$ cat src/rtl/core/ppd_pkg.sv
// ppd_pkg: shared constants and types for the periodic pair distance block
// no dependencies; imported by every rtl module, both checkers and the testbench

package ppd_pkg;

	localparam int COORD_WIDTH_DEF = 24;
	localparam int CFG_INDEX_WIDTH = 2;

	// configuration register indexes
	typedef enum logic [CFG_INDEX_WIDTH-1:0] {
		REG_PERIODIC_ENABLE = 2'd0,
		REG_BOX_SIZE_X      = 2'd1,
		REG_BOX_SIZE_Y      = 2'd2,
		REG_BOX_SIZE_Z      = 2'd3
	} cfg_reg_t;

endpackage

$ cat src/rtl/core/ppd_square.sv
// ppd_square: square of an axis magnitude from half-width partial products
// uses ppd_pkg; two stages, advance on en

module ppd_square
	import ppd_pkg::*;
#(
	parameter int COORD_WIDTH = COORD_WIDTH_DEF
) (
	input  logic                     clk,
	input  logic                     en,
	input  logic [COORD_WIDTH-1:0]   mag,
	output logic [2*COORD_WIDTH-1:0] sq
);

	localparam int LO = COORD_WIDTH / 2;
	localparam int HI = COORD_WIDTH - LO;
	localparam int SW = 2 * COORD_WIDTH;

	logic [HI-1:0]    hi;
	logic [LO-1:0]    lo;
	logic [2*HI-1:0]  hh_s1;
	logic [HI+LO-1:0] hl_s1;
	logic [2*LO-1:0]  ll_s1;

	assign hi = mag[COORD_WIDTH-1:LO];
	assign lo = mag[LO-1:0];

	// stage 1: partial products
	always_ff @(posedge clk) begin
		if (en) begin
			hh_s1 <= hi * hi;
			hl_s1 <= hi * lo;
			ll_s1 <= lo * lo;
		end
	end

	// stage 2: hi^2 << 2lo + 2 hi lo << lo + lo^2
	always_ff @(posedge clk) begin
		if (en) begin
			sq <= (SW'(hh_s1) << (2 * LO)) + (SW'(hl_s1) << (LO + 1)) + SW'(ll_s1);
		end
	end

endmodule

$ cat config.mk
export PLATFORM = sky130hd
export DESIGN_NAME = ppd_square
export DESIGN_NICKNAME = d
export VERILOG_FILES = /design/src/rtl/core/ppd_pkg.sv /design/src/rtl/core/ppd_square.sv
export SDC_FILE = /design/constraint.sdc
export NUM_CORES = 1
export LEC_CHECK = 0
export ABC_CLOCK_PERIOD_IN_PS = 6280
export BUFFER_PORTS_ARGS = -buffer_cell sky130_fd_sc_hd__buf_4
export CORE_AREA = 5 5 190 283
export CTS_CLUSTER_SIZE = 25
export DETAILED_ROUTE_END_ITERATION = 12
export DIE_AREA = 0 0 195 288
export PLACE_DENSITY = 0.53
export RECOVER_POWER = 25
export SLEW_MARGIN = 25
export SYNTH_ARGS = -nofsm -noshare
export SYNTH_HDL_FRONTEND = slang
export SYNTH_SLANG_ARGS = --single-unit
$ cat constraint.sdc
create_clock -name clk -period 6.28 [get_ports clk]
set_input_delay 0 -clock clk [delete_from_list [all_inputs] [get_ports clk]]
set_output_delay 0 -clock clk [all_outputs]
set_load 0.01 [all_outputs]
; After elaboration in Yosys (flattened, before gate mapping)
; Cells that the tools add are included.
[totals]
inputBits = 26
output_inout_bits = 48
elab_cells = 9
reg_bits = 120
[classes]
mul = 3
n_addsub = 2
[op_table]
columns = operator, n
row1 = $mul A12 B12 Y24, 3
row2 = $add A48 B24 Y48, 1
row3 = $add A48 B37 Y48, 1

; Depth between registers and ports, before layout
; Gate-level depths: netlist of run 1.
[depth]
depth_word = 2
ltp_mapped = 22
depth_no_buf = 21

; Worst setup path after synthesis of run 1
; No wires, ideal clock.
[synth_path]
kind = input port to flip-flop
start = in mag[16]
end = reg hh_s1[23], data pin
path_buffers = 2
arrival_time_ps = 4975
path_slack_ps = 1050
path_stages = 19
setup_ps = 255
required_ps = 6025
path_cell_list = clkbuf_1 clkbuf_1 nand2_1 fa_1 inv_1 fa_1 fa_1 fa_1 inv_1 fa_1 inv_1 ha_1 a21oi_1 a2bb2oi_1 a211o_1 and2_1 a211oi_4 or4b_1 and3_1
[synth_between]
elab_chain_len = 1
[synth_lines]
columns = element, line_no
row1 = "start, declared", ppd_square.sv:11  ; input logic [COORD_WIDTH-1:0] mag,
row2 = $mul A12 B12 Y24, ppd_square.sv:31  ; hh_s1 <= hi * hi;
row3 = "end signal, assigned", ppd_square.sv:31
row4 = "end, declared", ppd_square.sv:21  ; logic [2*HI-1:0] hh_s1;
; Every way passes these cells.
; A chain may end at the register's enable or synchronous reset.

; Worst setup path in the final report of run 1
[layout_path]
start = in mag[0]
end = reg ll_s1[22], data pin
[layout_between]
elab_chain_len = 1
[layout_lines]
columns = element, line_no
row1 = $mul A12 B12 Y24, ppd_square.sv:33  ; ll_s1 <= lo * lo;
row2 = "end signal, assigned", ppd_square.sv:33
row3 = "end, declared", ppd_square.sv:23  ; logic [2*LO-1:0] ll_s1;
; Every way passes these cells.

==> qor.csv, run 1 <==
metric,value,unit
CTS sink count,117,
Leakage,9.50,nW
Hold WC Path Type,in -> reg,
register area,3510,sq um
CP Data Arrival Time,5.39,ns
"Slew Viols, Final",55,
synthesized area per cell,9.61,sq um
drt wl/cell,15.7,microns
cts hold-fix bufs,1,
total CTS buffers,17,
vias per cell,4.84,
worst path bufs/invs,6,
# diodes,0,
die footprint,56200,sq um
initial antenna violation count,0,
"FF+latch count, synth",117,
internal power,5.30,mW
largest net degree at the start of global routing,65,
Net Sw Frac,0.467,
CP startpoint kind,input pin,
via count,12400,
Starting DRT DRC Count,444,
"Top cell by count, worst path",fa_1,
number of buffers added on ports,72,
Layout area overhead,9.96,%
final WL,40.2,mm
PD cells,513,nW/um^2
DIE WIDTH,195,microns
final-report hold violation count,0,
Post-synth EDFFs,117,
layout cells sized above 1,0.0659,
mapped cell area,17600,sq um
Comb pwr share,0.724,
Final Critical Period,5.24,ns
setup bufs post-CTS,0,
post-synth cell types,70,
Root Buffer,clkbuf_16,
share of synthesized registers carrying an async set or reset,0,
Synth Net Count,2319,
f_max,191,MHz
DP Worst Slack,0.710,ns
post-DP HPWL,32.2,mm
worst-margin pin slew,2.96,ns
failing checks,"capacitance limit, slew limit",
Die H,288,microns
fin util,0.378,
CP max FO,25,
I/O pins,74,
setup ws final,1.04,ns
status,finished with violations,
cell count after synthesis,1835,
register share of total power,0.178,
CTS tree,built,
r2r setup slk,3.28,ns
post-CTS sizing,0,
H-tree lvl count,4,
slowest cell on the critical path,o41ai_1,
Relative slew margins,-0.975,
crit path cell chain,dlygate4sd3_1 > buf_4 > and2_1 > fa_1 > inv_1 > fa_1 > inv_1 > fa_1 > fa_1 > inv_1 > fa_1 > inv_1 > ha_1 > o41ai_1 > a21oi_1 > nor3b_1 > nor3_1,
Final Setup Violations,0,
Core Box Area,51300,sq um
RD Place Congestion,0.829,
Peak VDD IR,253,uV
Initial Util,0.344,
Worst Setup SP,mag[0],
worst r2r src,ll_s1[14],
max incr delay on CP,0.58,ns
dominant synthesized flop cell,edfxtp_1,
Clk network pwr share,0.098,
Setup Skew,0.0163,ns
clk_lat worst skew,0.43,ns
RSZ-0062 raised after global routing,no,
Final Cycle Share,0.835,
Final TNS setup,0,ns
reg-to-reg endpoint,sq[44],
overall power,9.94,mW
Net Sw Power,4.65,mW
Routed Antenna Nets,0,
Filler cells,5191,
multi-input logic area,12400,sq um
Crit path depth,17,
leading area contributor after synthesis,fa_1,
synth warn,0,
Critical Path RT,6.43,ns
first-pass GRT wire length,66.7,mm
Critical Path Sink,ll_s1[22],
gr ovfl total,0,
register area share after synthesis,0.199,
Min Hold Slack,0.0235,ns
clock-pin slew on the worst setup and hold paths,0.06,ns
Synth top area share,0.292,
CP endpoint kind,flip-flop,
gr usage total,0.146,
CTS Buffer Depth,2,
nets,2354,
site row count,102,
Worst path top cell family by delay,adder cells,
maxcap violations,1,
Synth area leaders,"fa_1, edfxtp_1, ha_1",
vias in the first global route,13300,
R2R cell count,8,
DRC violations left,0,
first drt pass iteration count,6,
critical path type,in -> reg,
[area by class of cell]
| class | instances | area share |
|---|---|---|
| multi-input combinational | 1259 | 0.639 |
| sequential | 117 | 0.181 |
| inverter | 401 | 0.0776 |
| tap | 676 | 0.0436 |
| timing repair buffer | 74 | 0.0286 |
| clock buffer | 18 | 0.0221 |
| clock inverter | 14 | 0.00787 |
[metrics by stage]
stage	instance area (sq um)	std cells
4_1_cts	19400	2559
3_5_place_dp	18800	2526
2_1_floorplan	17600	1835
5_1_grt	19400	2559
6_report	19400	2559
3_3_place_gp	18800	2526
[power groups by stage]
stage | registers (mW) | clock network (mW) | logic, mW
3_3_place_gp | 1.78 | 0 | 7.22
5_1_grt | 1.80 | 1.04 | 8.20
6_report | 1.77 | 0.975 | 7.20
3_5_place_dp | 1.79 | 0 | 7.30
4_1_cts | 1.77 | 1.00 | 7.35
2_1_floorplan | 1.78 | 0 | 5.35
[synth_stat cells, drive strengths merged (11+ instances only)]
cell	n
a21oi	74
nor2	59
edfxtp	117
ha	201
nor2b	19
inv	401
nand2b	12
and3	13
nor3	14
nand3	11
fa	257
clkbuf	55
and2	141
xor2	22
o21ai	39
a21o	25
xnor2	67
o21a	11
nand2	181
[flip-flops by register name, summed over array words and instances, names as in the netlist]
signal,cells
sq,47
hh_s1,23
ll_s1,23
hl_s1,24
[kinds of logic after synthesis]
logic type	Yosys count	share of synthesized area
and+or+nand+nor	491	0.140
muxes	4	0.00241
other	1	0.000213
xor gates and xnor gates	89	0.0442
buffers and inverters	459	0.0981
DFF	117	0.199
adders and majority gates	458	0.434
AOI/OAI and AO/OA	216	0.0812
[layer usage]
| layer | vias up | global-route usage | wire length (microns) |
|---|---|---|---|
| li1 | 5874 | - | - |
| met4 | 0 | 0.0503 | 1180 |
| met5 | - | 0 | 0 |
| met2 | 192 | 0.287 | 22700 |
| met3 | 60 | 0.0156 | 897 |
| met1 | 6265 | 0.163 | 15500 |
[how the worst min path moves through the flow]
stage | start | slack [ns] | cells past startpoint | end
floorplan | mag[12] | 0.1 | 0 | hh_s1[0]
global placement | ll_s1[0] | 0.40 | 0 | sq[0]
detailed placement | ll_s1[6] | 0.41 | 0 | sq[6]
CTS | mag[12] | 0.02 | 1 | hh_s1[0]
global route | mag[12] | 0.02 | 1 | hh_s1[0]
finish | mag[12] | 0.02 | 1 | hh_s1[0]
[cells in the final DEF, fill, tap and decap left out, types with 17 or more instances in the layout]
master,count
ha_1,201
nor2_1,59
inv_1,401
xnor2_1,67
xor2_1,22
a21o_1,24
and2_1,141
o21ai_0,36
edfxtp_1,117
nand2_1,181
a21oi_1,73
fa_1,257
clkbuf_16,17
nor2b_1,19
buf_4,72
No activity file was read; power rests on OpenSTA's default activity.
==> run 2: changes to the inputs <==
--- a/config.mk
+++ b/config.mk
@@ -5,7 +5,7 @@
 export SDC_FILE = /design/constraint.sdc
 export NUM_CORES = 1
 export LEC_CHECK = 0
-export ABC_CLOCK_PERIOD_IN_PS = 6280
+export ABC_CLOCK_PERIOD_IN_PS = 5400
 export BUFFER_PORTS_ARGS = -buffer_cell sky130_fd_sc_hd__buf_4
 export CORE_AREA = 5 5 190 283
 export CTS_CLUSTER_SIZE = 25
==> constraint.sdc (replaced) <==
create_clock -name clk -period 5.4 [get_ports clk]
set_input_delay 0 -clock clk [delete_from_list [all_inputs] [get_ports clk]]
set_output_delay 0 -clock clk [all_outputs]
set_load 0.01 [all_outputs]
==> qor.csv, run 2 (synthesis gave the netlist of run 1 again) <==
metric,value,unit
Clk network pwr share,0.097,
"Slew Viols, Final",63,
Final Cycle Share,0.932,
CP endpoint kind,flip-flop,
placed cell count,2555,
WHS Path Cells,2,
gr usage total,0.152,
RSZ-0062 raised after global routing,no,
vias in the first global route,13100,
critical path type,in -> reg,
vias per cell,4.78,
final-report hold violation count,0,
CP startpoint kind,input pin,
Worst path top cell family by delay,adder cells,
Initial Util,0.344,
via count,12400,
CP Data Arrival Time,5.19,ns
fin util,0.382,
max FFs per register,47,
Hold WC Path Type,in -> reg,
initial antenna violation count,0,
Net Sw Frac,0.467,
DRC violations left,0,
Net Sw Power,5.45,mW
gr ovfl total,0,
post-DP HPWL,34.5,mm
Area after DPL,19000,sq um
Filler cells,5212,
drt wl/cell,16.2,microns
maxcap violations,1,
setup ws final,0.369,ns
"most common cell after layout, fill and taps aside",inv_1,
status,finished with violations,
internal power,6.22,mW
first-pass GRT wire length,67.8,mm
reg-to-reg endpoint,sq[43],
final WL,42.0,mm
RD Place Congestion,0.843,
crit path cell chain,dlygate4sd3_1 > buf_4 > and2_1 > fa_1 > fa_1 > fa_1 > fa_1 > inv_1 > fa_1 > inv_1 > ha_1 > a2111oi_0 > o21ai_1 > a31o_2 > nand4_1 > nand2_1 > o221ai_1 > xnor2_1,
# diodes,0,
site row count,102,
most frequent cells in the layout,"inv_1, fa_1, ha_1",
clk_lat worst skew,0.43,ns
first drt pass iteration count,5,
DP Worst Slack,0.0849,ns
worst path bufs/invs,4,
Final Setup Violations,0,
CTS sink count,117,
nets,2383,
DIE WIDTH,195,microns
R2R cell count,10,
CP max FO,18,
slowest cell on the critical path,dlygate4sd3_1,
Relative slew margins,-1.22,
Critical Path RT,5.56,ns
number of buffers added on ports,72,
Layout area overhead,11.2,%
fin cells,2588,
Leakage,9.63,nW
die footprint,56200,sq um
final instance area,19600,sq um
failing checks,"capacitance limit, slew limit",
Min Hold Slack,0.130,ns
register share of total power,0.176,
Largest Register,sq,
f_max,199,MHz
total CTS buffers,17,
H-tree lvl count,4,
"Top cell by count, worst path",fa_1,
layout cells sized above 1,0.0785,
worst-margin pin slew,3.32,ns
clock-pin slew on the worst setup and hold paths,0.06,ns
CTS tree,built,
largest net degree at the start of global routing,63,
Final TNS setup,0,ns
I/O pins,74,
CTS Buffer Depth,2,
max incr delay on CP,0.54,ns
Core Box Area,51300,sq um
Die H,288,microns
PD cells,595,nW/um^2
r2r setup slk,2.44,ns
Root Buffer,clkbuf_16,
hold path endpoint,ll_s1[2],
Starting DRT DRC Count,505,
Setup Skew,0.0190,ns
Routed Antenna Nets,0,
Final Critical Period,5.03,ns
Hold Startpoint,mag[1],
worst r2r src,ll_s1[13],
overall power,11.7,mW
Peak VDD IR,227,uV
Comb pwr share,0.727,
largest registers,"sq (47), hl_s1 (24)",
Worst Setup SP,mag[0],
setup bufs post-CTS,0,
==> run 2: cell types whose count changed in the layout (fill, tap and decap cells not counted), sizes merged <==
cell,delta
buf,+27
clkbuf,+2
clkinv,-2
inv,+1
clkinvlp,+1
==> run 2: power by group through the flow <==
stage          combinational (mW)  clock [mW]  sequential (mW)
6_report                     8.49        1.14             2.05
5_1_grt                      9.65        1.21             2.09
4_1_cts                      8.68        1.18             2.06
3_5_place_dp                 8.61           0             2.08
3_3_place_gp                 8.57           0             2.07
2_1_floorplan                6.23           0             2.07
==> run 2: worst max path at each step <==
stage | endpoint | slack [ns] | depth (start not counted)
after detailed placement | hh_s1[23] | 0.08 | 18
after global placement | hh_s1[21] | 0.15 | 20
final | ll_s1[23] | 0.37 | 18
after global routing | ll_s1[17] | 0.04 | 18
after CTS | ll_s1[23] | 0.36 | 18
after floorplan | hh_s1[23] | 0.17 | 19
==> run 2: area by class of cell <==
cell class              count  area, sq um  share of cell area
multi-input cells        1259        12400               0.632
flip-flops and latches    117         3510               0.179
inverters                 401         1510              0.0768
well taps                 676          846              0.0431
repair buffers            103          777              0.0396
clock buffers              18          429              0.0219
clock inverters            14          150             0.00766
==> run 2: timing repair <==
| action | CTS | global route |
|---|---|---|
| hold buffers | 1 | 0 |
| endpoints found under the hold margin | 2 | 0 |
| gates resized for setup | 0 | 1 |
| endpoints found under the setup margin | 0 | 2 |
==> run 2: per-layer routing <==
layer  routed length (microns)  global-route usage  share of wire  up-vias
met1                     16100               0.170           0.38     6185
met5                         0                   0              0        -
li1                          -                   -              -     5926
met3                      1120              0.0180          0.027       52
met2                     23400               0.293           0.56      211
met4                      1430              0.0580          0.034        0
