`src/rtl/core/ppd_pkg.sv`:
```
// ppd_pkg: shared constants and types for the periodic pair distance block
// no dependencies; imported by every rtl module, both checkers and the testbench

package ppd_pkg;

	localparam int COORD_WIDTH_DEF = 24;
	localparam int CFG_INDEX_WIDTH = 2;

	// configuration register indexes
	typedef enum logic [CFG_INDEX_WIDTH-1:0] {
		REG_PERIODIC_ENABLE = 2'd0,
		REG_BOX_SIZE_X      = 2'd1,
		REG_BOX_SIZE_Y      = 2'd2,
		REG_BOX_SIZE_Z      = 2'd3
	} cfg_reg_t;

endpackage

```
`src/rtl/core/ppd_sqrt_cell.sv`:
```
// ppd_sqrt_cell: one restoring square root step, one root bit per cell
// uses ppd_pkg; hands radicand, remainder and partial root to the next cell

module ppd_sqrt_cell
	import ppd_pkg::*;
#(
	parameter int ROOT_WIDTH = COORD_WIDTH_DEF + 1
) (
	input  logic                    clk,
	input  logic                    en,
	input  logic [2*ROOT_WIDTH-1:0] rad_i,
	input  logic [ROOT_WIDTH+2:0]   rem_i,
	input  logic [ROOT_WIDTH-1:0]   root_i,
	output logic [2*ROOT_WIDTH-1:0] rad_o,
	output logic [ROOT_WIDTH+2:0]   rem_o,
	output logic [ROOT_WIDTH-1:0]   root_o
);

	localparam int RW = ROOT_WIDTH + 3;
	localparam int NW = 2 * ROOT_WIDTH;

	logic [RW-1:0] rem_sh;
	logic [RW-1:0] trial;
	logic [RW:0]   diff;
	logic          take;

	// remainder stays below 2^(ROOT_WIDTH+1)
	always_comb begin
		rem_sh = {rem_i[RW-3:0], rad_i[NW-1:NW-2]};
		trial  = {1'b0, root_i, 2'b01};
		diff   = {1'b0, rem_sh} - {1'b0, trial};
		take   = !diff[RW];
	end

	always_ff @(posedge clk) begin
		if (en) begin
			rad_o  <= {rad_i[NW-3:0], 2'b00};
			rem_o  <= take ? diff[RW-1:0] : rem_sh;
			root_o <= {root_i[ROOT_WIDTH-2:0], take};
		end
	end

endmodule

```
`config.mk`:
```
export PLATFORM = sky130hd
export DESIGN_NAME = ppd_sqrt_cell
export DESIGN_NICKNAME = d
export VERILOG_FILES = /design/src/rtl/core/ppd_pkg.sv /design/src/rtl/core/ppd_sqrt_cell.sv
export SDC_FILE = /design/constraint.sdc
export NUM_CORES = 1
export LEC_CHECK = 0
export BUFFER_PORTS_ARGS = -buffer_cell sky130_fd_sc_hd__buf_2
export CORE_ASPECT_RATIO = 1.1
export CORE_UTILIZATION = 39
export CTS_CLUSTER_DIAMETER = 80
export DETAILED_ROUTE_END_ITERATION = 6
export PLACE_DENSITY = 0.73
export SYNTH_ARGS = -nofsm -noshare
export SYNTH_HDL_FRONTEND = slang
export SYNTH_SLANG_ARGS = --single-unit
```
`constraint.sdc`:
```
create_clock -name clk -period 4.25 [get_ports clk]
set_input_delay 0.85 -clock clk [delete_from_list [all_inputs] [get_ports clk]]
set_output_delay 0.85 -clock clk [all_outputs]
set_load 0.005 [all_outputs]
```
* Word level (Yosys, flattened, before mapping)
Cells that the tools add are included.
Cells by class: add/subtract/negate cells 1, multiplexer cells 1, reductions and logical operators 1
Operator list (number):
- subtractor 28 x 27 -> 29 bit | 1
- two-way mux 28 bit | 1
- zero test 1 bit | 1
Storage, ports and cells: flip-flop bits (word level) 101, bits of input ports 105, output and inout port bits 103, logic and storage cells 6

* Depth between registers and ports, before layout
Gate-level depths: netlist (run 1).
word-level depth 2, depth in mapped cells 12, gate-level depth less buffers 10

* Least setup slack after synthesis (run 1)
Ideal clock, no wire load.
path type in2reg, start point input root_i[0], end point register rem_o[11] (data pin), setup time 0.260 ns, arrival 3.004 ns, required time 3.990 ns, slack 0.986 ns, cell stages on the path 12, buffers on the path 2, path through inv_1 -> ha_1 -> nor2b_4 -> o31a_1 -> o21a_1 -> o21ai_2 -> nand3_2 -> a311oi_2 -> o21a_2 -> buf_6 -> buf_12 -> mux2_4
On the way: cells in the longest elaborated chain, start to end 2
RTL lines:
- from (decl) | RTL line ppd_sqrt_cell.sv:13 | input logic [ROOT_WIDTH-1:0] root_i,
- subtractor 28 x 27 -> 29 bit | RTL line ppd_sqrt_cell.sv:31 | diff = {1'b0, rem_sh} - {1'b0, trial};
- two-way mux 28 bit | RTL line ppd_sqrt_cell.sv:38 | rem_o <= take ? diff[RW-1:0] : rem_sh;
- to (signal assigned) | RTL line ppd_sqrt_cell.sv:38
- to (decl) | RTL line ppd_sqrt_cell.sv:15 | output logic [ROOT_WIDTH+2:0] rem_o,
No other way between the ends. A chain may end at the register's enable or synchronous reset.

* Worst setup path after layout (run 1)
start point input rem_i[0], end point register rem_o[2] (data pin)
On the way: cells in the longest elaborated chain, start to end 2
RTL lines:
- from (decl) | RTL line ppd_sqrt_cell.sv:12 | input logic [ROOT_WIDTH+2:0] rem_i,
- subtractor 28 x 27 -> 29 bit | RTL line ppd_sqrt_cell.sv:31
- two-way mux 28 bit (*) | RTL line ppd_sqrt_cell.sv:38
Every way passes the cells marked *; elsewhere a longest branch is shown, timed or not.

==> flow_summary_export.csv, run 1 <==
group,metric,value,unit
status,outcome,"complete, no violations",
min_path,whs_endpoint,"rad_o[19]",
synth,avgSynthCellArea,13.9,µm²
synth,synth_adder_area_share,6.69,%
die,die_h,119,µm
critical_path,crit_type,"input pin to flop",
critical_path,cpPeakStageDelay,0.36,ns
die,start_util,40.2,%
critical_path,required,4.33,ns
synth,synthSimpleGateAreaFrac,6.00,%
cells_and_area,mostFrequentLayoutCell,"buf_2",
drt,wirelength,10700,µm
drt,wl_met1,4150,µm
global_route,antenna_found_initial,1,
job,max_cap_violations,0,
power,seq_power_share,49.3,%
drt,drc,0,
critical_path,crit_path_max_fanout,20,
drt,drt_pass1_iterations,4,
clocking,cts_setup_buffers,0,
clocking,clockRootBuffer,"clkbuf_16",
min_path,hp-start,"rad_i[17]",
timing,slew_violations,0,
power,p_int,1.88,mW
synth,synth_ff_type,"edfxtp_1",
critical_path,arrival,3.52,ns
global_route,overflow,0,
critical_path,cp_slowest_cell,"mux2_2",
die,core,12100,µm²
timing,period_needed,3.43,ns
critical_path,setup.worst_path.start_class,"input pin",
clocking,htreeDepth,3,
power,swShare,25.5,%
global_route,groute.usage.overall,16.7,%
clocking,cts_buffer_depth,2,
power,p_comb_share,19.7,%
critical_path,cp_cell_sequence,"buf_2, ha_1, nor2b_4, o31a_1, o21a_1, o21ai_2, nand3_2, a311oi_2, o21a_2, buf_12, mux2_2",
synth,ys_seq_elements,101,
synth,synth_top_family_by_area,"compound AO/OA/AOI/OAI gates",
global_route,grt_pass1_wl,16500,µm
global_route,grt_pass1_vias,3466,
cells_and_area,seqCellArea,3030,µm²
min_path,worstHoldPathCells,1,
critical_path,cp-end-kind,"flop",
timing,rsz0062_at_grt,"false",
placed_design,gp_congestion,0.843,
timing,period_share,80.8,%
cells_and_area,area_growth,30.3,%
cells_and_area,n_fill_cell,1043,
critical_path,critical_path.top_delay_family,"compound AO/OA/AOI/OAI gates",
synth,seq_area_frac_synth,62.4,%
drt,antenna_left,0,
synth,synthMuxAreaShare,6.77,%
die,pin_count,208,
drt,routed.top_layer,"met5",
synth,synth_edf_count,101,
synth,postSynthCellCount,350,
placed_design,portBuffers,203,
power,powerDensity,397,nW/µm²
timing,fmax,0.291,GHz
clocking,cts-hold-fix-buffers,0,
die,die_x,108,µm
cells_and_area,drive_above_1_share,44.9,%
clocking,clk_transition_reported_paths,0.07,ns
clocking,cts_sinks,101,
cells_and_area,design_area,6330,µm²
clocking,cts_tree,"yes",
synth,synthesis.area,4860,µm²
clocking,cts_resized,0,
drt,drtIter0Drc,128,
placed_design,placed_area,6050,µm²
clocking,tritoncts.num_buffers,9,
cells_and_area,multi_input_area,1640,µm²
drt,wl_met2,5360,µm
synth,yosysUniqueCellTypes,54,
synth,yosysWarnings,0,
synth,synth_xor_area_share,4.32,%
placed_design,dpl.hpwl,8270,µm
drt,wire_per_inst,14.8,µm
timing,max_slew_margin,47.4,%
cells_and_area,antennaDiodeCount,0,
timing,tns,0,ns
min_path,hold_path.class,"input pin to flop",
cells_and_area,fin_nets,692,
power,p_sw,0.641,mW
timing,worstMarginPinSlew,0.788,ns
global_route,grt_max_degree,61,
drt,num_vias,3515,
drt,wl_met3,948,µm
power,ir_worst_vdd,0.226,mV
die,die_area,12900,µm²
critical_path,cp_num_buf_inv,2,
timing,hold_viol,0,
cells_and_area,most-common-layout-cells,"buf_2, edfxtp_1, inv_1",
timing,setup_violations,0,
power,leakage,2.84,nW
power,clockPowerShare,31.0,%
synth,synth-compound-area-share,9.88,%
synth,async_flop_share,0,%
die,fp-row-count,42,
drt,viasPerCell,4.88,
## how the worst max path moves through the flow
stage / startpoint / to / slack [ns] / cells after the start
2_1_floorplan: root_i[0] / rem_o[11] / 0.99 / 12
3_3_place_gp: root_i[0] / rem_o[5] / 0.49 / 12
3_5_place_dp: rem_i[0] / rem_o[2] / 0.46 / 11
4_1_cts: rem_i[0] / rem_o[2] / 0.84 / 11
5_1_grt: root_i[0] / rem_o[9] / 0.69 / 12
6_report: rem_i[0] / rem_o[2] / 0.82 / 11
## power groups by stage
stage	Combinational, mW	Clock, mW	Sequential, mW
floorplan	0.266	0	1.28
global placement	0.490	0	1.26
detailed placement	0.500	0	1.26
CTS	0.502	0.805	1.24
global route	0.552	0.839	1.25
finish	0.496	0.781	1.24
## metal layers
| layer | track usage, % | vias to the layer above |
|---|---|---|
| li1 | - | 1718 |
| met1 | 19.1 | 1644 |
| met2 | 29.1 | 133 |
| met3 | 4.82 | 18 |
| met4 | 6.59 | 2 |
| met5 | 0 | - |
## layout make-up
| type | instances | area share [%] |
|---|---|---|
| clock buffers | 9 | 3.56 |
| clock inverters | 7 | 0.928 |
| inverters | 34 | 2.01 |
| multi-input cells | 209 | 26.0 |
| flip-flops and latches | 101 | 47.9 |
| well taps | 154 | 3.04 |
| repair buffers | 206 | 16.6 |
## per-stage QoR
step / setup slack [ns] / total power, mW / hold slack (ns) / utilization, % / instances
final: 0.816 / 2.52 / 0.681 / 52.4 / 720
after global routing: 0.690 / 2.64 / 0.664 / 52.4 / 720
after CTS: 0.841 / 2.55 / 0.667 / 52.4 / 720
after detailed placement: 0.463 / 1.76 / 1.03 / 50.1 / 704
after global placement: 0.487 / 1.75 / 1.03 / 50.1 / 704
after floorplan: 0.986 / 1.55 / 0.949 / - / 351
## synthesized netlist by cell type, drive strengths merged, types with 2 or more instances
| master | instances | share of area (%) |
|---|---|---|
| nand2b | 3 | 0.39 |
| nor2 | 17 | 1.3 |
| o22ai | 2 | 0.39 |
| a21oi | 23 | 2.4 |
| inv | 34 | 2.6 |
| and2 | 2 | 0.26 |
| mux2 | 25 | 6.6 |
| clkbuf | 2 | 0.15 |
| xor2 | 4 | 0.72 |
| xnor2 | 20 | 3.6 |
| a211oi | 2 | 0.31 |
| o21a | 5 | 0.80 |
| edfxtp | 101 | 62 |
| nand4 | 3 | 0.39 |
| a31oi | 3 | 0.51 |
| buf | 5 | 1.1 |
| nand3 | 4 | 0.51 |
| o21ai | 16 | 1.7 |
| a21o | 7 | 1.1 |
| ha | 26 | 6.7 |
| o21bai | 2 | 0.31 |
| a21boi | 2 | 0.31 |
| nor2b | 4 | 0.67 |
| nand2 | 17 | 1.3 |
| and3 | 2 | 0.26 |
## state kept, by name (all words and copies together) (netlist names)
register	cells
rem_o	28
root_o	25
rad_o	48
## kinds of logic after synthesis
| family | Yosys count |
|---|---|
| adders and majority gates | 26 |
| and+or+nand+nor | 58 |
| other | 1 |
| DFF | 101 |
| buffers and inverters | 41 |
| muxes | 26 |
| xor gates and xnor gates | 24 |
| AOI/OAI and AO/OA | 73 |
No activity file was read; power rests on OpenSTA's default activity.
==> run 2: changes to the inputs <==
- PLACE_DENSITY: 0.73 -> 0.75
- clock period: 4.25 -> 3 ns (I/O delays scaled with it)
==> flow_summary_export.csv, run 2 (synthesized netlist as in run 1, its figures left out) <==
group,metric,value,unit
placed_design,post-place-cells,749,
job,max_cap_violations,0,
critical_path,crit_start,"rem_i[5]",
critical_path,arrival,2.95,ns
cells_and_area,largest_register_ffs,48,
critical_path,cp_cell_sequence,"buf_2, ha_1, and3_1, a31oi_1, o21ai_1, o21ai_2, nand3_2, a311oi_2, o21a_2, buf_12, mux2_2",
placed_design,pre_cts_slack,-0.243,ns
drt,antenna_left,0,
global_route,grt_pass1_wl,17800,µm
critical_path,required,3.08,ns
clocking,clockRootBuffer,"clkbuf_16",
cells_and_area,fin_nets,737,
placed_design,gp_congestion,0.902,
die,die_h,119,µm
placed_design,placed_area,6410,µm²
timing,rsz0062_at_grt,"false",
global_route,groute.usage.overall,17.8,%
cells_and_area,area_growth,37.9,%
global_route,grt_pass1_vias,3770,
clocking,clk_transition_reported_paths,0.07,ns
power,clockPowerShare,30.2,%
timing,slew_violations,0,
cells_and_area,fin_util,55.5,%
power,power,3.65,mW
power,leakage,3.06,nW
drt,viasPerCell,4.87,
timing,setup_violations,0,
timing,period_share,95.6,%
critical_path,cp_slowest_cell,"ha_1",
critical_path,setup.worst_path.start_class,"input pin",
timing,hold_viol,0,
die,pin_count,208,
cells_and_area,drive_above_1_share,49.3,%
power,p_comb_share,21.7,%
timing,period_needed,2.87,ns
cells_and_area,antennaDiodeCount,0,
critical_path,crit_path_max_fanout,18,
cells_and_area,instances_no_fill,765,
drt,wirelength,11600,µm
die,die_x,108,µm
clocking,cts_setup_buffers,0,
global_route,overflow,0,
clocking,cts-hold-fix-buffers,0,
timing,fmax,0.349,GHz
power,seq_power_share,48.1,%
clocking,cts_resized,0,
power,p_int,2.72,mW
cells_and_area,design_area,6700,µm²
cells_and_area,reg_top3,"rad_o x48, rem_o x28, root_o x25",
clocking,cts_sinks,101,
placed_design,portBuffers,203,
cells_and_area,n_fill_cell,1028,
cells_and_area,most-common-layout-cells,"buf_2, edfxtp_1, buf_4",
drt,num_vias,3726,
critical_path,crit_type,"input pin to flop",
clocking,cts_tree,"yes",
min_path,hp-start,"rad_i[28]",
placed_design,dpl.hpwl,9270,µm
clocking,htreeDepth,3,
min_path,hold_path.class,"input pin to flop",
drt,wire_per_inst,15.2,µm
clocking,cts_buffer_depth,2,
drt,drt_pass1_iterations,4,
drt,drtIter0Drc,117,
power,swShare,25.5,%
critical_path,cp-end-kind,"flop",
drt,drc,0,
global_route,antenna_found_initial,0,
die,core,12100,µm²
cells_and_area,regMostFlops,"rad_o",
power,p_sw,0.931,mW
power,powerDensity,545,nW/µm²
global_route,grt_max_degree,58,
timing,worst_slack,0.132,ns
critical_path,cpPeakStageDelay,0.37,ns
die,start_util,40.2,%
status,outcome,"complete, no violations",
die,die_area,12900,µm²
clocking,tritoncts.num_buffers,9,
cells_and_area,mostFrequentLayoutCell,"buf_2",
power,ir_worst_vdd,0.268,mV
die,fp-row-count,42,
==> run 2: path summary, 6_finish.rpt <==
path	endpoint	slack, ns	cells after the start
worst max-delay path	rem_o[6]	0.13	11
worst min-delay path	rad_o[30]	0.43	1
==> run 2: metal layers <==
metal,routed length (µm),up-vias,track usage (%)
met2,5990,162,33.0
met3,914,19,3.94
li1,-,1802,-
met4,187,0,5.91
met1,4500,1743,19.7
met5,0,-,0
==> run 2: worst max-delay path, delay by kind of cell <==
kind,cells,cell delay [ns]
compound gates,5,1.01
fa+ha+maj,1,0.37
mux,1,0.35
simple gates,2,0.32
buf+inv,2,0.30
==> run 2: power by group through the flow <==
stage          clock (mW)  sequential [mW]  combinational (mW)
2_1_floorplan           0             1.81               0.378
3_3_place_gp            0             1.79               0.769
3_5_place_dp            0             1.79               0.795
4_1_cts              1.13             1.76               0.799
5_1_grt              1.17             1.77               0.876
6_report             1.10             1.76               0.793
==> run 2: cell type report <==
cell class	count	area (µm²)	share of cell area, %
clock buffers	9	225	3.36
clock inverters	7	58.8	0.877
inverters	34	128	1.90
multi-input cells	209	1660	24.8
flip-flops and latches	101	3030	45.2
well taps	154	193	2.87
repair buffers	251	1400	20.9
==> run 2: through the flow <==
step                hold slack, ns  setup TNS, ns
detailed placement           0.778          -5.72
CTS                          0.421              0
finish                       0.432              0
global route                 0.419              0
floorplan                    0.699              0
global placement             0.777          -4.58
