===== src/rtl/core/ppd_pkg.sv =====
// ppd_pkg: shared constants and types for the periodic pair distance block
// no dependencies; imported by every rtl module, both checkers and the testbench

package ppd_pkg;

	localparam int COORD_WIDTH_DEF = 24;
	localparam int CFG_INDEX_WIDTH = 2;

	// configuration register indexes
	typedef enum logic [CFG_INDEX_WIDTH-1:0] {
		REG_PERIODIC_ENABLE = 2'd0,
		REG_BOX_SIZE_X      = 2'd1,
		REG_BOX_SIZE_Y      = 2'd2,
		REG_BOX_SIZE_Z      = 2'd3
	} cfg_reg_t;

endpackage


===== src/rtl/core/ppd_axis.sv =====
// ppd_axis: one axis difference, minimum-image wrap and magnitude, three stages
// uses ppd_pkg; stages advance together on en

module ppd_axis
	import ppd_pkg::*;
#(
	parameter int COORD_WIDTH = COORD_WIDTH_DEF
) (
	input  logic                   clk,
	input  logic                   en,
	input  logic                   wrap,
	input  logic [COORD_WIDTH-1:0] a,
	input  logic [COORD_WIDTH-1:0] b,
	input  logic [COORD_WIDTH-1:0] box,
	output logic [COORD_WIDTH-1:0] mag
);

	localparam int DW = COORD_WIDTH + 1;   // signed difference
	localparam int TW = COORD_WIDTH + 3;   // twice the difference against the box
	localparam int WW = COORD_WIDTH + 2;   // wrapped difference

	logic signed [DW-1:0]          d;
	logic signed [TW-1:0]          d2;
	logic signed [TW-1:0]          box_t;
	logic signed [TW-1:0]          t_sub;
	logic signed [TW-1:0]          t_add;
	logic                          sub_c;
	logic                          add_c;
	logic signed [DW-1:0]          d_s1;
	logic [COORD_WIDTH-1:0]        box_s1;
	logic                          sub_s1;
	logic                          add_s1;
	logic signed [WW-1:0]          w_c;
	logic signed [WW-1:0]          w_s2;
	logic [WW-1:0]                 m_c;

	// stage 1: difference and wrap decision
	always_comb begin
		d     = $signed({1'b0, a}) - $signed({1'b0, b});
		d2    = $signed({d[DW-1], d, 1'b0});
		box_t = $signed({3'b000, box});
		t_sub = d2 - box_t;
		t_add = d2 + box_t;
		sub_c = wrap && !t_sub[TW-1] && (t_sub != '0);
		add_c = wrap && !sub_c && (t_add[TW-1] || (t_add == '0));
	end

	always_ff @(posedge clk) begin
		if (en) begin
			d_s1   <= d;
			box_s1 <= box;
			sub_s1 <= sub_c;
			add_s1 <= add_c;
		end
	end

	// stage 2: apply the wrap
	always_comb begin
		if (sub_s1) begin
			w_c = $signed({d_s1[DW-1], d_s1}) - $signed({2'b00, box_s1});
		end else if (add_s1) begin
			w_c = $signed({d_s1[DW-1], d_s1}) + $signed({2'b00, box_s1});
		end else begin
			w_c = $signed({d_s1[DW-1], d_s1});
		end
	end

	always_ff @(posedge clk) begin
		if (en) begin
			w_s2 <= w_c;
		end
	end

	// stage 3: magnitude, always below 2^COORD_WIDTH
	assign m_c = w_s2[WW-1] ? (~w_s2 + 1'b1) : w_s2;

	always_ff @(posedge clk) begin
		if (en) begin
			mag <= m_c[COORD_WIDTH-1:0];
		end
	end

endmodule


===== config.mk =====
export PLATFORM = sky130hd
export DESIGN_NAME = ppd_axis
export DESIGN_NICKNAME = d
export VERILOG_FILES = /design/src/rtl/core/ppd_pkg.sv /design/src/rtl/core/ppd_axis.sv
export SDC_FILE = /design/constraint.sdc
export NUM_CORES = 1
export LEC_CHECK = 0
export ABC_CLOCK_PERIOD_IN_PS = 8800
export BUFFER_PORTS_ARGS = -buffer_cell sky130_fd_sc_hd__clkbuf_2
export CORE_MARGIN = 5
export CORE_UTILIZATION = 55
export DETAILED_ROUTE_END_ITERATION = 10
export HOLD_SLACK_MARGIN = 0.1
export PLACE_DENSITY = 0.86
export SYNTH_ARGS = -nofsm -noshare
export SYNTH_HDL_FRONTEND = slang
export SYNTH_SLANG_ARGS = --single-unit

===== constraint.sdc =====
create_clock -name clk -period 8.8 [get_ports clk]
set_clock_uncertainty 0.2 [all_clocks]
set_input_delay 0.44 -clock clk [delete_from_list [all_inputs] [get_ports clk]]
set_output_delay 0.44 -clock clk [all_outputs]
set_load 0.05 [all_outputs]

* Word-level counts from Yosys, hierarchy flattened *
Cells that the tools add are included.

cells by class
  multiplexer cells = 3
  add/subtract/negate cells = 6
  reduce and logical (&&, ||, !) cells = 9
  bitwise operators = 1

operators with widths
  kind                   number
  $mux 26                2
  $add 26x25->27         1
  $logic_not 27->1       1
  $reduce_bool 27->1     1
  $sub 26x25->27         1
  $add 25x25->26         1
  $sub 25x25->26         1
  $sub 24x24->25         1
  $add 24x1->24 const B  1
  $mux 24                1
  $not 24->24            1
  $logic_and 1x1->1      4
  $logic_not 1->1        2
  $logic_or 1x1->1       1

storage, ports and cells
  logic and storage cells = 25
  bits of input ports = 75
  bits in registers = 101

* Longest topological paths before layout *
Gate-level depths: netlist of the first run.

  word-level depth = 8
  depth in mapped cells = 24

* Worst setup path before layout of the first run *
OpenSTA, ideal clock, no wires.

  path kind = input-to-reg
  from = input a[0]
  to = register add_s1, data pin
  cell stages on the path = 24
  data required time = 8.462 ns
  data arrival time = 4.588 ns
  slack = 3.874 ns
  setup time = 0.138 ns
  buffers on the path = 0
  path through = inv_1 ha_1 inv_1 fa_1 a211oi_1 o21bai_1 a311oi_2 o211a_1 or3_1 o21bai_1 a21oi_1 xnor2_1 ha_1 nor2b_1 or4_1 nand3_1 a22o_1 a2111oi_0 nand4_1 nor4_1 nand4_1 o31ai_2 nand3_1 nor2_1

between the ends
  cells in the longest elaborated chain, start to end = 8
  elaborated cells between the ends (all ways) = 12
  those cells by class = 3 x add/sub; 9 x reduce/logical

ends and longest elaborated chain
  item                                                                    RTL line        source
  from (decl)                                                             ppd_axis.sv:12  input logic [COORD_WIDTH-1:0] a,
  $sub 24x24->25 (*)                                                      ppd_axis.sv:39  d = $signed({1'b0, a}) - $signed({1'b0, b});
  named net d[18]                                                         ppd_axis.sv:22  logic signed [DW-1:0] d;
  parallel branches: the longest is 6 deep, another holds $sub 26x25->27  --
  $logic_and 1x1->1 (*)                                                   ppd_axis.sv:45  add_c = wrap && !sub_c && (t_add[TW-1] || (t_add == '0));
  named net add_c                                                         ppd_axis.sv:28  logic add_c;
  to (signal assigned)                                                    ppd_axis.sv:53  add_s1 <= add_c;
  to (decl)                                                               ppd_axis.sv:32  logic add_s1;

Mark *: on every way through the listed nets, which the timed path passes.
A chain may end at the register's enable or synchronous reset.

* Worst setup path after layout of the first run *
Same ends and word-level chain as after synthesis.

==> metrics.log, run 1 <==
[metrics] portion of the clock cycle consumed by the worst path in the final layout: 65.0%
[metrics] global route total overflow: 0
[metrics] Crit path arrival time: 5720 ps
[metrics] DRT Wirelength: 23.0 mm
[metrics] Mean Syn Cell Area: 8.78 um^2
[metrics] Placed Cells: 1405
[metrics] largest area contributor in the synthesized netlist: sky130_fd_sc_hd__edfxtp_1
[metrics] clock tree from TritonCTS: done
[metrics] via count of the first global-routing pass: 8225
[metrics] DRT Pass-1 Iters: 6
[metrics] most frequent cells in the layout: sky130_fd_sc_hd__inv_1, sky130_fd_sc_hd__ha_1, sky130_fd_sc_hd__edfxtp_1
[metrics] TritonCTS sink count: 100
[metrics] flops & latches, synth: 100
[metrics] critical path startpoint category: primary input
[metrics] initial drt markers: 1020
[metrics] worst setup slack for register-to-register paths: 4940 ps
[metrics] hold path cells: 1
[metrics] endpoint required time on the critical path: 8810 ps
[metrics] H-tree lvl count: 3
[metrics] top area cells in the synthesized netlist: sky130_fd_sc_hd__edfxtp_1, sky130_fd_sc_hd__ha_1, sky130_fd_sc_hd__a21oi_1
[metrics] power per unit of standard cell area: 210 mW/mm^2
[metrics] number of post-CTS setup repair buffers: 0
[metrics] count of input and output buffers: 98
[metrics] Final Max Tran Viols: 0
[metrics] Core ar.: 0.0174 mm^2
[metrics] overall via count from detail_route: 8729
[metrics] leading register cell type out of synthesis: sky130_fd_sc_hd__edfxtp_1
[metrics] number of antenna violations at the first check in global routing: 0
[metrics] run status: complete, no violations
[metrics] maximum net fanout on the critical path: 14
[metrics] total number of nets in the final design: 1390
[metrics] netlist area before placement: 0.00978 mm^2
[metrics] Area growth syn-to-layout: 10.2%
[metrics] # rows: 48
[metrics] mean number of vias per cell: 6.14
[metrics] Post-Layout Cell Count: 1421
[metrics] clock root buffer: sky130_fd_sc_hd__clkbuf_16
[metrics] synthesized instance count: 1114
[metrics] Residual DRC: 0
[metrics] half-perimeter wire length after placement: 17.9 mm
[metrics] TritonCTS buffer count: 9
[metrics] number of endpoints with negative hold slack in the final report: 0
[metrics] Max Cap Violations: 0
[metrics] final critical-path required period: 5720 ps
[metrics] commonest non-fill, non-tap cell in the layout: sky130_fd_sc_hd__inv_1
[metrics] overall global routing resource usage: 22.4%
[metrics] Antenna diodes: 0
[metrics] routability cong.: 0.953
[metrics] static leakage: 0.00474 uW
[metrics] DRT antenna net count: 0
[metrics] initial core utilization: 56.3%
[metrics] RSZ-0062 raised after global routing: no
[metrics] ports placed on the boundary: 99
[metrics] Routed WL per cell: 16.2 um
[metrics] Post-CTS Hold Fix Bufs: 0
[metrics] WS Path Type: primary input to flip-flop
[metrics] slew of the pin with the lowest slew margin: 1170 ps
[metrics] Max-slew headroom: 21.8%
[metrics] Die X: 143 um
[metrics] area of combinational cells with multiple inputs: 0.00618 mm^2
[metrics] crit end category: flip-flop
[metrics] setup TNS: 0 ps
[metrics] cell count of the worst reg-to-reg path: 14
[metrics] Post-Route Utilization: 62.1%
[metrics] storage element area: 0.00300 mm^2
[metrics] Total Die Area: 0.0205 mm^2
[metrics] proportion of layout cells with a drive suffix above 1: 11.4%
[metrics] Hold Path Class: primary input to flip-flop
[metrics] Max IR drop VDD: 0.112 mV
[metrics] clock buffer depth: 2
[metrics] count of endpoints failing setup in the final report: 0
[metrics] register clock-pin slew on the reported worst setup and hold paths: 70 ps
[metrics] syn nets: 1313
[metrics] Async SR Flop Fraction: 0%
[metrics] wire length of the first global-routing pass: 38.0 mm
[metrics] distinct cell type count of the synthesized netlist: 79
[metrics] Die Span Y: 143 um
[metrics] part of the Yosys area used for sequential elements: 30.7%
[metrics] Skew-Pair Late Insertion Delay: 340 ps
[metrics] area share of the largest cell type after synthesis: 30.7%
[metrics] number of fillers in the final layout: 1480
[metrics] peak clock frequency supported by timing: 175 MHz
[metrics] number of flops mapped to enable cells by yosys: 100
[metrics] total of cells resized after clock tree synthesis: 0
[metrics] pin count of the biggest net entering global routing: 101
[metrics] Yosys Warn Count: 0
## per-layer routing
layer | track usage, % | up-vias | share of wire (%)
met4 | 7.68 | 0 | 2.3
met5 | 0 | - | 0
li1 | - | 4274 | -
met3 | 2.26 | 46 | 7.0
met1 | 29.9 | 4050 | 43
met2 | 38.1 | 359 | 47
## path summary, 6_finish.rpt
check,from,end
setup / recovery,a[0],add_s1$_DFFE_PP_
hold / removal,box[21],box_s1[21]$_DFFE_PP_
setup reg to reg,box_s1[0]$_DFFE_PP_,w_s2[22]$_DFFE_PP_
hold reg to reg,w_s2[0]$_DFFE_PP_,mag[0]$_DFFE_PP_
## area by class of cell
class	count	area share [%]
well taps	225	2.61
multi-input cells	856	57.3
clock buffers	10	2.13
inverters	122	4.25
flip-flops and latches	100	27.9
repair buffers	102	4.85
clock inverters	6	0.952
## logic make-up (layout without fill, tap and decap cells)
logic type               Yosys count  after routing  share of synthesized area, %
AO/OA/AOI/OAI                    367            367                          25.6
adder cells (fa/ha/maj)          124            124                          16.2
XOR/XNOR                          55             55                          4.93
flip-flops                       100            100                          30.7
AND/OR/NAND/NOR                  301            301                          15.5
buffers and inverters            158            240                          6.12
multiplexers                       9              9                         0.947
## critical path: stages
cell	delay, ps
sky130_fd_sc_hd__clkbuf_2	80
sky130_fd_sc_hd__inv_1	40
sky130_fd_sc_hd__ha_1	160
sky130_fd_sc_hd__inv_1	50
sky130_fd_sc_hd__fa_1	420
sky130_fd_sc_hd__a211oi_1	330
sky130_fd_sc_hd__o21bai_1	180
sky130_fd_sc_hd__a311oi_2	410
sky130_fd_sc_hd__o211a_1	220
sky130_fd_sc_hd__or3_1	140
sky130_fd_sc_hd__o21bai_1	70
sky130_fd_sc_hd__a21oi_1	170
sky130_fd_sc_hd__xnor2_1	230
sky130_fd_sc_hd__ha_1	470
sky130_fd_sc_hd__nor2b_1	270
sky130_fd_sc_hd__or4_1	140
sky130_fd_sc_hd__nand3_1	70
sky130_fd_sc_hd__a22o_1	270
sky130_fd_sc_hd__a2111oi_0	340
sky130_fd_sc_hd__nand4_1	150
sky130_fd_sc_hd__nor4_1	430
sky130_fd_sc_hd__nand4_1	210
sky130_fd_sc_hd__o211ai_1	220
sky130_fd_sc_hd__nand3_1	100
sky130_fd_sc_hd__nor2_1	80
## per-stage QoR
| stage | setup WS (ps) | instance area [um^2] | hold slack [ps] | total power, uW |
|---|---|---|---|---|
| after global routing | 2660 | 10800 | 112 | 2410 |
| after CTS | 3180 | 10800 | 111 | 2250 |
| after floorplan | 3870 | 9780 | 253 | 1560 |
| after global placement | 2900 | 10400 | 277 | 1790 |
| after detailed placement | 2820 | 10400 | 286 | 1820 |
| final | 3080 | 10800 | 124 | 2260 |
## synthesized netlist by cell type, types with 5 or more instances
cell	n
sky130_fd_sc_hd__o211ai_1	9
sky130_fd_sc_hd__and3_1	9
sky130_fd_sc_hd__a211oi_1	11
sky130_fd_sc_hd__inv_1	122
sky130_fd_sc_hd__nand2_1	41
sky130_fd_sc_hd__xor2_1	11
sky130_fd_sc_hd__or4_1	8
sky130_fd_sc_hd__ha_1	120
sky130_fd_sc_hd__o21ai_0	62
sky130_fd_sc_hd__o22ai_1	14
sky130_fd_sc_hd__edfxtp_1	100
sky130_fd_sc_hd__nor2b_1	20
sky130_fd_sc_hd__a22o_1	5
sky130_fd_sc_hd__nand4_1	12
sky130_fd_sc_hd__nor2_1	96
sky130_fd_sc_hd__xnor2_1	44
sky130_fd_sc_hd__o21ai_1	6
sky130_fd_sc_hd__o21a_1	7
sky130_fd_sc_hd__o31ai_1	8
sky130_fd_sc_hd__a21o_1	31
sky130_fd_sc_hd__clkbuf_1	29
sky130_fd_sc_hd__a21oi_1	97
sky130_fd_sc_hd__o21bai_1	21
sky130_fd_sc_hd__mux2i_1	7
sky130_fd_sc_hd__and2_1	7
sky130_fd_sc_hd__o41ai_1	6
sky130_fd_sc_hd__a221o_1	8
sky130_fd_sc_hd__or3_1	17
sky130_fd_sc_hd__a31oi_1	9
sky130_fd_sc_hd__o22a_1	5
sky130_fd_sc_hd__nor4_1	13
sky130_fd_sc_hd__nand2b_1	22
sky130_fd_sc_hd__nand3_1	21
sky130_fd_sc_hd__nor3_1	21
## flip-flops by register name, summed over array words and instances (netlist names)
name / cells
box_s1: 24
w_s2: 25
mag: 24
d_s1: 25
add_s1: 1
sub_s1: 1
## power by group
part           leakage [uW]  internal [uW]  switching, uW
clock network      0.000162            275            151
registers          0.000976            641           58.8
logic               0.00361            433            706
total               0.00474           1350            916
Power figures use the tool's default switching activity.
==> run 2, diff against run 1 <==
Settings changed: ABC_CLOCK_PERIOD_IN_PS 8800 to 5600.
Clock period 8.8 ns to 5.6 ns, I/O delays scaled along.
==> run 2 against run 1 <==
Net effect: combinational power is 71% higher; wire length is 10% higher; critical path depth is 2 higher; setup slack worse by 2700 ps; register-to-register slack worse by 3100 ps; via count is 3.5% higher; largest cell class unchanged; largest power group unchanged.
==> metrics.log, run 2 (synthesis gave the netlist of run 1 again) <==
[metrics] Die Span Y: 143 um (unchanged)
[metrics] Routed WL per cell: 16.9 um (+4.2%)
[metrics] setup TNS: 0 ps (unchanged)
[metrics] number of endpoints with negative hold slack in the final report: 0 (unchanged)
[metrics] DRT Wirelength: 25.3 mm (+10%)
[metrics] count of endpoints failing setup in the final report: 0 (unchanged)
[metrics] maximum net fanout on the critical path: 6 (-8)
[metrics] end point of the most critical hold path: d_s1[0]$_DFFE_PP_
[metrics] crit end category: flip-flop
[metrics] proportion of layout cells with a drive suffix above 1: 15.1% (+3.8 points)
[metrics] initial drt markers: 926 (-9.2%)
[metrics] startpoint of the worst hold path: b[0]
[metrics] Skew-Pair Late Insertion Delay: 350 ps (about the same)
[metrics] count of input and output buffers: 98 (unchanged)
[metrics] Die X: 143 um (unchanged)
[metrics] mean number of vias per cell: 6.02 (-1.9%)
[metrics] total power: 3700 uW (+63%)
[metrics] RSZ-0062 raised after global routing: no
[metrics] run status: complete, no violations
[metrics] commonest non-fill, non-tap cell in the layout: sky130_fd_sc_hd__inv_1
[metrics] number of antenna violations at the first check in global routing: 0 (unchanged)
[metrics] total number of nets in the final design: 1469 (+5.7%)
[metrics] endpoint required time on the critical path: 5610 ps (-3200 ps)
[metrics] overall via count from detail_route: 9036 (+3.5%)
[metrics] pin count of the biggest net entering global routing: 54 (-47%)
[metrics] clock root buffer: sky130_fd_sc_hd__clkbuf_16
[metrics] Hold Path Class: primary input to flip-flop
[metrics] Max-slew headroom: 46.2% (+24 points)
[metrics] DRT antenna net count: 0 (unchanged)
[metrics] Area growth syn-to-layout: 16.9%
[metrics] hold path cells: 3 (+2)
[metrics] Max Cap Violations: 0 (unchanged)
[metrics] Crit path arrival time: 5230 ps (-490 ps)
[metrics] Final Max Tran Viols: 0 (unchanged)
[metrics] R2R Path End: w_s2[22]$_DFFE_PP_
[metrics] overall global routing resource usage: 24.4% (+2.0 points)
[metrics] wire length of the first global-routing pass: 40.8 mm (+7.4%)
[metrics] Residual DRC: 0 (unchanged)
[metrics] critical path startpoint category: primary input
[metrics] Antenna diodes: 0 (unchanged)
[metrics] final critical-path required period: 5220 ps
[metrics] largest registers: d_s1 (25), w_s2 (25)
[metrics] Max IR drop VDD: 0.166 mV (+49%)
[metrics] most frequent cells in the layout: sky130_fd_sc_hd__inv_1, sky130_fd_sc_hd__ha_1, sky130_fd_sc_hd__edfxtp_1
[metrics] peak clock frequency supported by timing: 192 MHz
[metrics] half-perimeter wire length after placement: 19.8 mm (+10%)
[metrics] via count of the first global-routing pass: 8609 (+4.7%)
[metrics] WS Path Type: primary input to flip-flop
[metrics] Placed Cells: 1459 (+3.8%)
[metrics] static leakage: 0.00510 uW (+7.5%)
[metrics] clock buffer depth: 2 (unchanged)
[metrics] cell count of the worst reg-to-reg path: 13 (-1)
[metrics] Post-Route Utilization: 65.8% (+3.8 points)
[metrics] global route total overflow: 0 (unchanged)
[metrics] # rows: 48 (unchanged)
[metrics] number of fillers in the final layout: 1375 (-7.1%)
[metrics] number of post-CTS setup repair buffers: 0 (unchanged)
[metrics] startpoint of the lowest-slack register-to-register path: d_s1[1]$_DFFE_PP_
[metrics] TritonCTS sink count: 100 (unchanged)
[metrics] H-tree lvl count: 3 (unchanged)
[metrics] portion of the clock cycle consumed by the worst path in the final layout: 93.2%
[metrics] TritonCTS buffer count: 9 (unchanged)
[metrics] power per unit of standard cell area: 324 mW/mm^2 (+54%)
[metrics] register clock-pin slew on the reported worst setup and hold paths: 70 ps (about the same)
[metrics] slew of the pin with the lowest slew margin: 805 ps (-368 ps)
[metrics] ports placed on the boundary: 99 (unchanged)
[metrics] worst setup slack for register-to-register paths: 1800 ps (-3140 ps)
[metrics] Core ar.: 0.0174 mm^2 (unchanged)
[metrics] Total Die Area: 0.0205 mm^2 (unchanged)
[metrics] routability cong.: 0.958 (+0.55%)
[metrics] clock tree from TritonCTS: done
[metrics] Worst Hold Slack: 184 ps (+59.9 ps)
[metrics] Post-Layout Cell Count: 1500 (+5.6%)
[metrics] initial core utilization: 56.3% (unchanged)
[metrics] DRT Pass-1 Iters: 6 (unchanged)
==> run 2: cell count changes in the layout (fill, tap and decap cells not counted), sizes merged <==
cell / previous run / this run
bufinv: 3 / 2
buf: 5 / 59
dlygate4sd3: 0 / 25
clkinv: 3 / 1
inv: 122 / 123
clkinvlp: 0 / 2
==> run 2: worst max path at each step <==
stage                     start          endpoint  cells after the start
after floorplan            a[0]  add_s1$_DFFE_PP_                     24
after global placement     a[0]  add_s1$_DFFE_PP_                     27
after detailed placement   a[0]  add_s1$_DFFE_PP_                     27
after CTS                  a[0]  add_s1$_DFFE_PP_                     27
after global routing       a[0]  add_s1$_DFFE_PP_                     27
final                      a[0]  add_s1$_DFFE_PP_                     27
==> run 2: cell type report <==
class	count	area, um^2	share of cell area [%]
Clock buffer	10	229	2.00
Multi-Input combinational cell	856	6190	54.2
Sequential cell	100	3000	26.3
Inverter	122	458	4.01
Clock inverter	6	87.6	0.767
Timing Repair Buffer	181	1180	10.3
Tap cell	225	282	2.46
==> run 2: what timing repair did <==
action	in CTS	in global routing
endpoints found under the setup margin	0	1
hold buffers	25	0
endpoints found under the hold margin	26	0
resized for setup	0	2
==> run 2: power by group <==
group	switching [uW]	leakage (uW)	internal [uW]
registers	94.4	0.000976	1010
logic	1160	0.00398	785
clock network	262	0.000147	391
==> run 2: routing by layer <==
layer  global-route usage, %  vias to the layer above  routed length [um]
li1                        -                     4431                   -
met1                    32.6                     4150               11000
met4                    8.33                        0                 683
met5                       0                        -                   0
met2                    41.8                      399               12100
met3                    2.13                       56                1560
==> run 2: stage by stage <==
step	setup WS [ps]	instance area, um^2
6_report	383	11400
5_1_grt	23.6	11400
4_1_cts	375	11400
3_5_place_dp	32.5	10800
3_3_place_gp	162	10800
2_1_floorplan	834	9780
==> run 2: worst max-delay path: stages <==
cell	delay [ps]
sky130_fd_sc_hd__clkbuf_2	70
sky130_fd_sc_hd__inv_1	30
sky130_fd_sc_hd__ha_1	200
sky130_fd_sc_hd__inv_1	70
sky130_fd_sc_hd__fa_1	230
sky130_fd_sc_hd__a211oi_2	100
sky130_fd_sc_hd__o21bai_1	270
sky130_fd_sc_hd__a311oi_2	140
sky130_fd_sc_hd__buf_4	170
sky130_fd_sc_hd__o211a_1	220
sky130_fd_sc_hd__or3_1	340
sky130_fd_sc_hd__o21bai_1	150
sky130_fd_sc_hd__a21oi_1	100
sky130_fd_sc_hd__xnor2_1	320
sky130_fd_sc_hd__ha_1	390
sky130_fd_sc_hd__nor2b_1	180
sky130_fd_sc_hd__or4_1	130
sky130_fd_sc_hd__nand3_1	70
sky130_fd_sc_hd__a22o_1	250
sky130_fd_sc_hd__a2111oi_0	410
sky130_fd_sc_hd__nand4_1	160
sky130_fd_sc_hd__nor4_1	280
sky130_fd_sc_hd__buf_4	170
sky130_fd_sc_hd__nand4_1	120
sky130_fd_sc_hd__o31ai_2	190
sky130_fd_sc_hd__nand3_1	90
sky130_fd_sc_hd__nor2_1	90
==> run 3, diff against run 2 <==
--- a/config.mk
+++ b/config.mk
@@ -12,5 +12,5 @@
 export DETAILED_ROUTE_END_ITERATION = 10
 export HOLD_SLACK_MARGIN = 0.1
-export PLACE_DENSITY = 0.86
+export PLACE_DENSITY = 0.75
 export SYNTH_ARGS = -nofsm -noshare
 export SYNTH_HDL_FRONTEND = slang
==> constraint.sdc (replaced) <==
create_clock -name clk -period 5.6 [get_ports clk]
set_clock_uncertainty 0.2 [all_clocks]
set_input_delay 0.84 -clock clk [delete_from_list [all_inputs] [get_ports clk]]
set_output_delay 0.84 -clock clk [all_outputs]
set_load 0.05 [all_outputs]
==> run 3 against run 2 <==
Net effect: non-clock buffer count grew 47; hold slack gained 120 ps; wire length is 2.3% lower; combinational power grew 9%; first-iteration DRC count is 8.5% lower; maximum frequency down 1.5%; clock power fell by 1%; total power grew 4.3%; setup slack got worse by 81 ps; final cell count grew 3.1%; register-to-register slack lost 50 ps; largest power group unchanged; highest routed layer unchanged.
==> metrics.log, run 3 (synthesis gave the netlist of run 1 again) <==
[metrics] Worst Hold Slack: 301 ps (+117 ps)
[metrics] largest registers: d_s1 (25), w_s2 (25)
[metrics] DRT antenna net count: 0 (unchanged)
[metrics] post-placement setup slack: -305 ps (-337 ps)
[metrics] number of endpoints with negative hold slack in the final report: 0 (unchanged)
[metrics] Final Max Tran Viols: 0 (unchanged)
[metrics] initial core utilization: 56.3% (unchanged)
[metrics] number of antenna violations at the first check in global routing: 0 (unchanged)
[metrics] global route total overflow: 0 (unchanged)
[metrics] min setup slack post-route: 302 ps (-80.5 ps)
[metrics] Hold Path Class: flip-flop to flip-flop
[metrics] DRT Wirelength: 24.7 mm (-2.3%)
[metrics] total power: 3860 uW (+4.3%)
[metrics] half-perimeter wire length after placement: 20.1 mm (+1.5%)
[metrics] Placed Area: 0.0113 mm^2 (+4.6%)
[metrics] H-tree lvl count: 3 (unchanged)
[metrics] Crit path arrival time: 5190 ps (-40 ps)
[metrics] count of input and output buffers: 98 (unchanged)
[metrics] endpoint required time on the critical path: 5490 ps (-120 ps)
[metrics] clock tree from TritonCTS: done
[metrics] run status: complete, no violations
[metrics] critical-path cell list: clkbuf_2 -> inv_1 -> ha_1 -> nor2b_1 -> o31a_1 -> buf_4 -> or2_2 -> o21ai_0 -> xnor2_1 -> ha_1 -> a21o_1 -> a21oi_1 -> a21bo_2 -> a21oi_1 -> mux2_2 -> nor4_1 -> buf_4 -> nand4_1 -> o32ai_2 -> a21oi_2
[metrics] area of all placed cells without fillers: 0.0119 mm^2 (+3.8%)
[metrics] Die X: 143 um (unchanged)
[metrics] switching share of power: 40.1% (-0.89 points)
[metrics] routability cong.: 0.933 (-2.6%)
[metrics] portion of the clock cycle consumed by the worst path in the final layout: 94.6% (+1.4 points)
[metrics] total number of nets in the final design: 1516 (+3.2%)
[metrics] register clock-pin slew on the reported worst setup and hold paths: 70 ps (about the same)
[metrics] logic gate share of total power: 54.9% (+2.3 points)
[metrics] crit end category: flip-flop
[metrics] via count of the first global-routing pass: 8600 (-0.10%)
[metrics] switching component of the power: 1550 uW (+2.0%)
[metrics] proportion of power drawn by flip-flops and latches: 28.4% (-1.3 points)
[metrics] Area growth syn-to-layout: 21.3%
[metrics] Routed WL per cell: 16.0 um (-5.3%)
[metrics] critical path startpoint category: primary input
[metrics] peak clock frequency supported by timing: 189 MHz (-1.5%)
[metrics] proportion of layout cells with a drive suffix above 1: 22.0% (+6.9 points)
[metrics] Top Family by Delay on Critical Path: compound AO/OA/AOI/OAI gates
[metrics] pin count of the biggest net entering global routing: 60 (+11%)
[metrics] clock power share: 16.7% (-0.9 points)
[metrics] Core ar.: 0.0174 mm^2 (unchanged)
[metrics] DRT Pass-1 Iters: 7 (+1)
[metrics] TritonCTS sink count: 100 (unchanged)
[metrics] slew of the pin with the lowest slew margin: 956 ps (+151 ps)
[metrics] initial drt markers: 847 (-8.5%)
[metrics] clock root buffer: sky130_fd_sc_hd__clkbuf_16
[metrics] overall global routing resource usage: 23.9% (-0.47 points)
[metrics] Post-Route Utilization: 68.3% (+2.5 points)
[metrics] met2 track demand over resource in global routing: 39.4% (-2.4 points)
[metrics] maximum net fanout on the critical path: 5 (-1)
[metrics] buffers and inverters on the worst path: 4 (-1)
[metrics] critical path's slowest cell: sky130_fd_sc_hd__ha_1
[metrics] Critical Path Max Stage Delay: 370 ps (-40 ps)
[metrics] Die Span Y: 143 um (unchanged)
[metrics] overall via count from detail_route: 9067 (+0.34%)
[metrics] busiest layer in global routing: met2
[metrics] Max-slew headroom: 36.1% (-10 points)
[metrics] # rows: 48 (unchanged)
[metrics] commonest non-fill, non-tap cell in the layout: sky130_fd_sc_hd__buf_4
[metrics] Antenna diodes: 0 (unchanged)
[metrics] static leakage: 0.00537 uW (+5.4%)
[metrics] Skew-Pair Late Insertion Delay: 340 ps (about the same)
[metrics] WS Path Type: primary input to flip-flop
[metrics] number of fillers in the final layout: 1407 (+2.3%)
[metrics] global-route met3 utilization: 2.90% (+0.77 points)
[metrics] global-route track usage on met1: 32.7% (+0.13 points)
[metrics] final critical-path required period: 5300 ps (+80.5 ps)
[metrics] count of endpoints failing setup in the final report: 0 (unchanged)
[metrics] TritonCTS buffer count: 9 (unchanged)
[metrics] Max Cap Violations: 0 (unchanged)
[metrics] Total Die Area: 0.0205 mm^2 (unchanged)
[metrics] Max IR drop VDD: 0.270 mV (+62%)
[metrics] most frequent cells in the layout: sky130_fd_sc_hd__buf_4, sky130_fd_sc_hd__inv_1, sky130_fd_sc_hd__ha_1
[metrics] ports placed on the boundary: 99 (unchanged)
[metrics] wire length of the first global-routing pass: 40.5 mm (-0.69%)
[metrics] clock buffer depth: 2 (unchanged)
[metrics] mean number of vias per cell: 5.86 (-2.7%)
[metrics] Residual DRC: 0 (unchanged)
[metrics] Power Internal: 2310 uW (+5.9%)
[metrics] power per unit of standard cell area: 326 mW/mm^2 (+0.51%)
## run 3: stage by stage
step | setup TNS, ps | std cells
2_1_floorplan | 0 | 1114
3_3_place_gp | -373 | 1526
3_5_place_dp | -580 | 1526
4_1_cts | 0 | 1542
5_1_grt | -24.5 | 1547
6_report | 0 | 1547
## run 3: path summary, 6_finish.rpt
check                          from                 end  slack, ps  cells after the start
setup / recovery               b[1]    sub_s1$_DFFE_PP_        300                     20
hold / removal    w_s2[0]$_DFFE_PP_    mag[0]$_DFFE_PP_        300                      0
setup reg to reg  d_s1[0]$_DFFE_PP_  w_s2[22]$_DFFE_PP_       1750                     14
hold reg to reg   w_s2[0]$_DFFE_PP_    mag[0]$_DFFE_PP_        300                      0
## run 3: repair_timing
action,4_1_cts,5_1_grt
buffers inserted,0,5
endpoints found under the setup margin,0,2
endpoints found under the hold margin,0,0
resized for setup,0,34
hold buffers,0,0
## run 3: cell type report
| class | instances | area (um^2) | area share (%) |
|---|---|---|---|
| Inverter | 122 | 458 | 3.86 |
| Clock inverter | 6 | 87.6 | 0.739 |
| Clock buffer | 10 | 229 | 1.93 |
| Multi-Input combinational cell | 856 | 6330 | 53.4 |
| Timing Repair Buffer | 228 | 1470 | 12.4 |
| Sequential cell | 100 | 3000 | 25.3 |
| Tap cell | 225 | 282 | 2.37 |
## run 3: routing by layer
metal	wire length (um)	part of all wire, %	vias up
li1	-	-	4517
met1	11100	45	4171
met2	11300	46	319
met3	1420	5.7	60
met4	878	3.6	0
met5	0	0	-
## run 3: worst register-to-register path: stages (launching register included)
cell,delay [ps]
sky130_fd_sc_hd__edfxtp_1,390
sky130_fd_sc_hd__ha_1,180
sky130_fd_sc_hd__inv_1,60
sky130_fd_sc_hd__fa_1,410
sky130_fd_sc_hd__o21ba_2,210
sky130_fd_sc_hd__o21ai_0,280
sky130_fd_sc_hd__a21oi_1,120
sky130_fd_sc_hd__o21bai_1,220
sky130_fd_sc_hd__a21oi_1,170
sky130_fd_sc_hd__o2111ai_1,310
sky130_fd_sc_hd__a41oi_1,300
sky130_fd_sc_hd__o21a_1,300
sky130_fd_sc_hd__o21ai_0,170
sky130_fd_sc_hd__a221o_1,180
sky130_fd_sc_hd__o211ai_1,90
## run 3: power groups by stage
stage / clock network [uW] / registers, uW / logic [uW]
2_1_floorplan: 0 / 1220 / 1240
4_1_cts: 657 / 1100 / 2020
6_report: 644 / 1100 / 2120
3_5_place_dp: 0 / 1110 / 2010
5_1_grt: 693 / 1110 / 2320
3_3_place_gp: 0 / 1100 / 2000
